File: src/hdl/lfm_pkg.sv
// Shared types and constants for the lamp fault monitor.
package lfm_pkg;

    localparam int unsigned VEC_W  = 20;
    localparam int unsigned NUM_W  = 5;
    localparam int unsigned OP_W   = 3;
    localparam int unsigned IDX_W  = 2;

    localparam logic [OP_W-1:0] OP_SENSE_CHECK = 3'd0;
    localparam logic [OP_W-1:0] OP_TURN_ON     = 3'd1;
    localparam logic [OP_W-1:0] OP_TURN_OFF    = 3'd2;
    localparam logic [OP_W-1:0] OP_ACK_ONE     = 3'd3;
    localparam logic [OP_W-1:0] OP_ACK_ALL     = 3'd4;
    localparam logic [OP_W-1:0] OP_BLINK_TICK  = 3'd5;

    localparam logic [IDX_W-1:0] REG_LAMPS_IN_USE = 2'd0;
    localparam logic [IDX_W-1:0] REG_ENABLE_MASK  = 2'd1;
    localparam logic [IDX_W-1:0] REG_BLINK_MASK   = 2'd2;

    localparam logic [NUM_W-1:0] LAMPS_IN_USE_RST = 5'd20;
    localparam logic [VEC_W-1:0] ENABLE_MASK_RST  = 20'hFFFFF;
    localparam logic [VEC_W-1:0] BLINK_MASK_RST   = 20'h00000;

    typedef struct packed {
        logic [NUM_W-1:0] lamps_in_use;
        logic [VEC_W-1:0] enable_mask;
        logic [VEC_W-1:0] blink_mask;
    } t_cfg;

    typedef struct packed {
        logic [OP_W-1:0]  opcode;
        logic [NUM_W-1:0] lamp_number;
        logic             report_wanted;
        logic [VEC_W-1:0] sense_on;
    } t_item;

    typedef struct packed {
        logic [VEC_W-1:0] drive_vector;
        logic [VEC_W-1:0] fault_vector;
        logic [VEC_W-1:0] ack_vector;
        logic             alarm;
        logic             check_passed;
        logic [NUM_W-1:0] report_lamp;
    } t_result;

endpackage

File: src/hdl/lfm_cfg_regs.sv
// Configuration registers of the lamp fault monitor.
module lfm_cfg_regs (
    input  logic                        i_clk,
    input  logic                        i_rst_n,
    input  logic                        i_cfg_we,
    input  logic [lfm_pkg::IDX_W-1:0]   i_cfg_index,
    input  logic [lfm_pkg::VEC_W-1:0]   i_cfg_data,
    output lfm_pkg::t_cfg               o_cfg
);

    lfm_pkg::t_cfg r_cfg;

    always_ff @(posedge i_clk) begin
        if (!i_rst_n) begin
            r_cfg.lamps_in_use <= lfm_pkg::LAMPS_IN_USE_RST;
            r_cfg.enable_mask  <= lfm_pkg::ENABLE_MASK_RST;
            r_cfg.blink_mask   <= lfm_pkg::BLINK_MASK_RST;
        end else if (i_cfg_we) begin
            case (i_cfg_index)
                lfm_pkg::REG_LAMPS_IN_USE: begin
                    r_cfg.lamps_in_use <= i_cfg_data[lfm_pkg::NUM_W-1:0];
                end
                lfm_pkg::REG_ENABLE_MASK: begin
                    r_cfg.enable_mask <= i_cfg_data;
                end
                lfm_pkg::REG_BLINK_MASK: begin
                    r_cfg.blink_mask <= i_cfg_data;
                end
                default: begin
                    // Writes to an unassigned index are dropped.
                end
            endcase
        end
    end

    assign o_cfg = r_cfg;

endmodule

File: src/hdl/lfm_core.sv
// Lamp state registers and the per-transaction update logic.
module lfm_core #(
    parameter int unsigned LAMP_COUNT = 20
) (
    input  logic             i_clk,
    input  logic             i_rst_n,
    input  logic             i_advance,
    input  lfm_pkg::t_item   i_item,
    input  lfm_pkg::t_cfg    i_cfg,
    output lfm_pkg::t_result o_result
);

    localparam int unsigned LC = LAMP_COUNT;

    logic [LC-1:0] r_commanded_on, n_commanded_on;
    logic [LC-1:0] r_fault_flags,  n_fault_flags;
    logic [LC-1:0] r_ack_flags,    n_ack_flags;
    logic [LC-1:0] r_drive_bits,   n_drive_bits;
    logic          r_blink_phase,  n_blink_phase;

    logic [31:0]   enable_wide, blink_wide, sense_wide;
    logic [31:0]   drive_out, fault_out, ack_out;
    logic [LC-1:0] use_mask, sel_bit, enable_v, blink_v, sense_v;
    logic [LC-1:0] blink_used, checked, match_v, bad, good, unack, lit;
    logic          passed;
    logic          took_effect;

    // Lamp masks are 20 bits wide at the ports; widen or trim to the lamp count.
    assign enable_wide = {12'b0, i_cfg.enable_mask};
    assign blink_wide  = {12'b0, i_cfg.blink_mask};
    assign sense_wide  = {12'b0, i_item.sense_on};
    assign enable_v    = enable_wide[LC-1:0];
    assign blink_v     = blink_wide[LC-1:0];
    assign sense_v     = sense_wide[LC-1:0];

    always_comb begin
        for (int k = 0; k < LC; k++) begin
            // A count beyond the lamp count saturates because k never reaches it.
            use_mask[k] = (6'(k) < {1'b0, i_cfg.lamps_in_use});
            sel_bit[k]  = ({1'b0, i_item.lamp_number} == 6'(k + 1)) && use_mask[k];
        end
    end

    assign blink_used = blink_v & use_mask;
    assign checked    = use_mask & (~blink_used | ~r_commanded_on | {LC{r_blink_phase}});
    assign match_v    = ~(r_commanded_on ^ sense_v);
    assign bad        = checked & ~match_v;
    assign good       = checked & match_v;
    assign unack      = good & r_fault_flags & r_commanded_on;
    assign lit        = r_blink_phase ? (r_commanded_on & blink_used) : '0;
    assign took_effect = |(sel_bit & enable_v);

    always_comb begin
        n_commanded_on = r_commanded_on;
        n_fault_flags  = r_fault_flags;
        n_ack_flags    = r_ack_flags;
        n_drive_bits   = r_drive_bits;
        n_blink_phase  = r_blink_phase;
        passed         = 1'b1;
        case (i_item.opcode)
            lfm_pkg::OP_SENSE_CHECK: begin
                n_ack_flags   = r_ack_flags & ~unack;
                n_fault_flags = (r_fault_flags & ~good) | bad;
                passed        = ~|bad;
            end
            lfm_pkg::OP_TURN_ON: begin
                if (took_effect) begin
                    n_drive_bits   = r_drive_bits | sel_bit;
                    n_commanded_on = r_commanded_on | sel_bit;
                end
            end
            lfm_pkg::OP_TURN_OFF: begin
                if (took_effect) begin
                    n_drive_bits   = r_drive_bits & ~sel_bit;
                    n_commanded_on = r_commanded_on & ~sel_bit;
                end
            end
            lfm_pkg::OP_ACK_ONE: begin
                n_ack_flags = r_ack_flags | (sel_bit & r_fault_flags);
            end
            lfm_pkg::OP_ACK_ALL: begin
                n_ack_flags = r_ack_flags | (r_fault_flags & use_mask);
            end
            lfm_pkg::OP_BLINK_TICK: begin
                n_drive_bits  = (r_drive_bits & ~blink_used) | lit;
                n_blink_phase = ~r_blink_phase;
            end
            default: begin
            end
        endcase
    end

    always_ff @(posedge i_clk) begin
        if (!i_rst_n) begin
            r_commanded_on <= '0;
            r_fault_flags  <= '0;
            r_ack_flags    <= '0;
            r_drive_bits   <= '0;
            r_blink_phase  <= 1'b1;
        end else if (i_advance) begin
            r_commanded_on <= n_commanded_on;
            r_fault_flags  <= n_fault_flags;
            r_ack_flags    <= n_ack_flags;
            r_drive_bits   <= n_drive_bits;
            r_blink_phase  <= n_blink_phase;
        end
    end

    assign drive_out = 32'(n_drive_bits);
    assign fault_out = 32'(n_fault_flags);
    assign ack_out   = 32'(n_ack_flags);

    always_comb begin
        o_result.drive_vector = drive_out[lfm_pkg::VEC_W-1:0];
        o_result.fault_vector = fault_out[lfm_pkg::VEC_W-1:0];
        o_result.ack_vector   = ack_out[lfm_pkg::VEC_W-1:0];
        o_result.alarm        = |(n_fault_flags & ~n_ack_flags & use_mask);
        o_result.check_passed = passed;
        o_result.report_lamp  = '0;
        if ((i_item.opcode inside {lfm_pkg::OP_TURN_ON, lfm_pkg::OP_TURN_OFF})
            && took_effect && i_item.report_wanted) begin
            o_result.report_lamp = i_item.lamp_number;
        end
    end

endmodule

File: src/hdl/lamp_fault_monitor_top.sv
// Top level of the lamp fault monitor: input register, result register and handshakes.
//
//  Channel   Direction  Handshake                  Payload
//  input     in         i_in_valid / o_in_ready    opcode, lamp_number, report_wanted, sense_on
//  result    out        o_out_valid / i_out_ready  drive, fault, ack vectors, alarm,
//                                                  check_passed, report_lamp
//  config    in         i_cfg_we (no wait)         i_cfg_index, i_cfg_data
//
// One transaction per cycle is sustained while results are taken; a result passes through the
// input register, then the state update into the result register.
// The lamp state registers change only when a transaction moves into the result register.
// A stalled result holds; the input register still takes a transaction while the
// result register is full and then waits behind it.
// Synchronous active-low reset clears the lamp state and loads the register defaults.
module lamp_fault_monitor_top #(
    parameter int unsigned LAMP_COUNT = 20
) (
    input  logic                        i_clk,
    input  logic                        i_rst_n,
    input  logic                        i_cfg_we,
    input  logic [lfm_pkg::IDX_W-1:0]   i_cfg_index,
    input  logic [lfm_pkg::VEC_W-1:0]   i_cfg_data,
    input  logic                        i_in_valid,
    output logic                        o_in_ready,
    input  logic [lfm_pkg::OP_W-1:0]    i_opcode,
    input  logic [lfm_pkg::NUM_W-1:0]   i_lamp_number,
    input  logic                        i_report_wanted,
    input  logic [lfm_pkg::VEC_W-1:0]   i_sense_on,
    output logic                        o_out_valid,
    input  logic                        i_out_ready,
    output logic [lfm_pkg::VEC_W-1:0]   o_drive_vector,
    output logic [lfm_pkg::VEC_W-1:0]   o_fault_vector,
    output logic [lfm_pkg::VEC_W-1:0]   o_ack_vector,
    output logic                        o_alarm,
    output logic                        o_check_passed,
    output logic [lfm_pkg::NUM_W-1:0]   o_report_lamp
);

    lfm_pkg::t_cfg    cfg;
    lfm_pkg::t_item   r_item;
    lfm_pkg::t_result r_result;
    lfm_pkg::t_result core_result;
    logic             r_in_valid;
    logic             r_out_valid;
    logic             advance;

    assign advance    = r_in_valid && (!r_out_valid || i_out_ready);
    assign o_in_ready = !r_in_valid || advance;

    always_ff @(posedge i_clk) begin
        if (!i_rst_n) begin
            r_in_valid  <= 1'b0;
            r_out_valid <= 1'b0;
        end else begin
            if (o_in_ready) begin
                r_in_valid <= i_in_valid;
            end
            if (advance) begin
                r_out_valid <= 1'b1;
            end else if (i_out_ready) begin
                r_out_valid <= 1'b0;
            end
        end
    end

    always_ff @(posedge i_clk) begin
        if (o_in_ready && i_in_valid) begin
            r_item.opcode        <= i_opcode;
            r_item.lamp_number   <= i_lamp_number;
            r_item.report_wanted <= i_report_wanted;
            r_item.sense_on      <= i_sense_on;
        end
        if (advance) begin
            r_result <= core_result;
        end
    end

    lfm_cfg_regs u_cfg_regs (
        .i_clk       (i_clk),
        .i_rst_n     (i_rst_n),
        .i_cfg_we    (i_cfg_we),
        .i_cfg_index (i_cfg_index),
        .i_cfg_data  (i_cfg_data),
        .o_cfg       (cfg)
    );

    lfm_core #(
        .LAMP_COUNT (LAMP_COUNT)
    ) u_core (
        .i_clk     (i_clk),
        .i_rst_n   (i_rst_n),
        .i_advance (advance),
        .i_item    (r_item),
        .i_cfg     (cfg),
        .o_result  (core_result)
    );

    assign o_out_valid    = r_out_valid;
    assign o_drive_vector = r_result.drive_vector;
    assign o_fault_vector = r_result.fault_vector;
    assign o_ack_vector   = r_result.ack_vector;
    assign o_alarm        = r_result.alarm;
    assign o_check_passed = r_result.check_passed;
    assign o_report_lamp  = r_result.report_lamp;

endmodule
File: config.mk
export PLATFORM = sky130hd
export DESIGN_NAME = lamp_fault_monitor_top
export DESIGN_NICKNAME = d
export VERILOG_FILES = /design/src/hdl/lfm_pkg.sv /design/src/hdl/lfm_cfg_regs.sv /design/src/hdl/lfm_core.sv /design/src/hdl/lamp_fault_monitor_top.sv
export SDC_FILE = /design/constraint.sdc
export NUM_CORES = 1
export LEC_CHECK = 0
export BUFFER_PORTS_ARGS = -buffer_cell sky130_fd_sc_hd__buf_4
export CAP_MARGIN = 30
export CORE_MARGIN = 3
export CORE_UTILIZATION = 40
export DETAILED_ROUTE_END_ITERATION = 8
export PLACE_DENSITY_LB_ADDON = 0.08
export REMOVE_ABC_BUFFERS = 1
export SLEW_MARGIN = 20
export SYNTH_ARGS = -nofsm -noshare
export SYNTH_HDL_FRONTEND = slang
export SYNTH_HIERARCHICAL = 1
export SYNTH_SLANG_ARGS = --single-unit
File: constraint.sdc
create_clock -name i_clk -period 19.95 [get_ports i_clk]
set_input_delay 5.985 -clock i_clk [delete_from_list [all_inputs] [get_ports i_clk]]
set_output_delay 5.985 -clock i_clk [all_outputs]
set_load 0.1 [all_outputs]
==> impl_metrics.yaml <==
sta:
  finalCriticalPeriod_ns: 12.48
  finalSetupViolations: 0
  skew_ns: 0.0153
  drv_slew: 0
  finalHoldViolations: 0
  worst_pin_slew_ns: 0.996
  grt_setup_unrepaired: "false"
  setup_slack_ns: 7.47
  fmax_ghz: 0.0801
  maxSlewHeadroom_pct: 33.6
  fin_crit_sh_pct: 62.6
  tns_ns: 0
power_and_ir_drop:
  powerDensity_nw_per_um2: 85.9
  pwr-share-comb_pct: 14.2
  power.switching_w: 0.000336
  p_leak_nw: 5.13
  p_int_w: 0.000853
  ir_drop_v: 0.0000557
  p_total_w: 0.00119
  clkPwrFrac_pct: 42.8
  power_frac_seq_pct: 43.0
  netSwitchingFraction_pct: 28.2
setup_path:
  cp.arrival_ns: 6.50
  required_ns: 13.96
  worst-setup-path-type: "in2out"
  r2r-start: "r_item[28]"
  critPathLaunch: "i_out_ready"
  cp_max_fo: 2
  r2r_end: "o_alarm"
  start_kind: "input pin"
  r2r_cells: 8
  end_kind: "primary output"
  r2r_setup_slack_ns: 16.20
run:
  drv_cap: 0
floorplan:
  initial_core_util_pct: 40.8
  num_rows: 62
  die-height_um: 177
  die-area_um2: 31400
  dieWidth_um: 177
  fp.coreArea_um2: 28800
  io_pins: 125
synth:
  avgSynthCellArea_um2: 9.39
  synth-adder-area-share_pct: 0
  yosys.area_share.simple_pct: 20.6
  synth_edf_count: 96
  synth_compound_area_share_pct: 18.7
  synth_top_flop_cell: "dfxtp_1"
  async_flop_share_pct: 0
  synth_xor_area_share_pct: 0.224
  synthDistinctLibCells: 91
  synth_mux_area_share_pct: 8.81
  ys_seq_area_share_pct: 46.4
  ys_warn_count: 6
  synthesis.area_um2: 11700
  ys_ff_latch: 224
  synthCells: 1251
  synth_top_family_by_area: "simple AND/OR/NAND/NOR gates"
cts:
  cts_tree: "done"
  path_clk_slew_ns: 0.06
  cts_hold_buf: 0
  clockBufferDepth: 3
  clock_sinks: 224
  postCtsResizedCells: 0
  post_cts_buffers: 0
  ctsRootBufferMaster: "clkbuf_16"
  htreeDepth: 1
  insertion_delay_ns: 0.54
  cts_inserted_buffers: 26
routing:
  drt_first_pass_iters: 7
  vias: 10300
  wl_per_cell_um: 23.6
  drc: 0
  drt_wl_total_mm: 40.7
  drt_iter0_drc: 1261
  vias_per_cell: 5.98
  ant_nets: 0
layout:
  n_antenna_cell: 0
  area_growth_pct: 17.9
  drive_above_1_share_pct: 17.3
  nFillCells: 2738
  finalNetCount: 1379
  final_cell_mix: "buf_4, dfxtp_1, nand2_1"
  final_common_cell: "buf_4"
  finish.instance_area_um2: 13800
hold_path:
  min_path_type: "reg2reg"
  whs_path_depth: 2
  min_from: "u_cfg_regs/o_cfg[5]"
  hold_end: "u_cfg_regs/o_cfg[5]"
place:
  finalWeightedCongestion: 0.868
  pre_cts_ws_ns: 7.47
  io_buffers: 124
  placed_area_um2: 12900
  post-dp-hpwl_mm: 25.7
grt:
  grt_pass1_wl_mm: 59.9
  grt_max_degree: 135
  antenna_found_initial: 0
  overflow: 0
  gr-usage-all-layers_pct: 25.0
  grt_pass1_vias: 9471
status:
  status: "completed"
[stage by stage]
stage	util, %	std cells	hold slack, ns
global placement	44.8	1676	0.456
CTS	48.1	1726	0.473
finish	48.1	1727	0.475
detailed placement	44.9	1678	0.455
global route	48.1	1727	0.488
floorplan	-	1149	0.443
[cell type report]
cell class / instances / area, um2 / area share (%)
clock buffers: 36 / 779 / 5.63
clock inverters: 12 / 146 / 1.06
inverters: 42 / 158 / 1.14
multi-input cells: 883 / 5710 / 41.3
flip-flops and latches: 224 / 5450 / 39.3
well taps: 384 / 480 / 3.47
repair buffers: 146 / 1120 / 8.11
[power groups by stage]
stage          clock [W]  sequential [W]  combinational, W
2_1_floorplan          0        0.000568         0.0000611
3_3_place_gp           0        0.000521          0.000165
3_5_place_dp           0        0.000521          0.000166
4_1_cts         0.000523        0.000512          0.000167
5_1_grt         0.000538        0.000514          0.000176
6_report        0.000509        0.000512          0.000168
[per-layer routing]
layer	up-vias	wire, um	GRT usage (%)
met5	-	0	0
met1	4935	17900	36.3
li1	4796	-	-
met3	83	3710	4.43
met2	517	17900	38.4
met4	0	1190	6.77
[state kept, by name, indices dropped and copies added, names as in the netlist, named ones only]
signal / cells
o_check_passed: 1
u_core/r_fault_flags: 20
o_alarm: 1
r_item: 29
u_core/r_ack_flags: 20
u_cfg_regs/o_cfg: 45
o_drive_vector: 20
u_core/r_blink_phase: 1
o_report_lamp: 5
o_out_valid: 1
o_fault_vector: 20
u_core/r_drive_bits: 20
r_in_valid: 1
o_ack_vector: 20
[how the worst max path moves through the flow]
stage | slack (ns) | end | cells past startpoint
floorplan | 4.06 | flip-flop | 5
global placement | 7.47 | o_in_ready | 3
detailed placement | 7.47 | o_in_ready | 3
CTS | 7.47 | o_in_ready | 3
global route | 7.45 | o_in_ready | 3
finish | 7.47 | o_in_ready | 3
[Yosys cell counts, types with 21 or more instances]
master / count / area [um2]
dfxtp_1: 128 / 2560
nand2_1: 118 / 443
nor2_1: 104 / 390
edfxtp_1: 96 / 2880
mux2i_1: 91 / 911
a21oi_1: 69 / 345
clkbuf_1: 67 / 251
o21ai_0: 50 / 250
inv_1: 40 / 150
nor3_1: 37 / 185
a31oi_1: 36 / 225
nand3_1: 36 / 180
nor2b_1: 30 / 188
nand2b_1: 21 / 131
nand4_1: 21 / 131
nand4b_1: 21 / 184
o211ai_1: 21 / 158
[critical path, cell delays in order]
cell	delay, ns
buf_4	0.12
nand3b_4	0.15
buf_4	0.24
[cells by family (layout without fill, tap and decap cells)]
family | Yosys count | in the layout
AO/OA/AOI/OAI | 316 | 316
XOR/XNOR | 3 | 3
buffers and inverters | 144 | 236
flip-flops | 224 | 224
multiplexers | 102 | 102
AND/OR/NAND/NOR | 462 | 462
No activity file was read; power rests on OpenSTA's default activity.
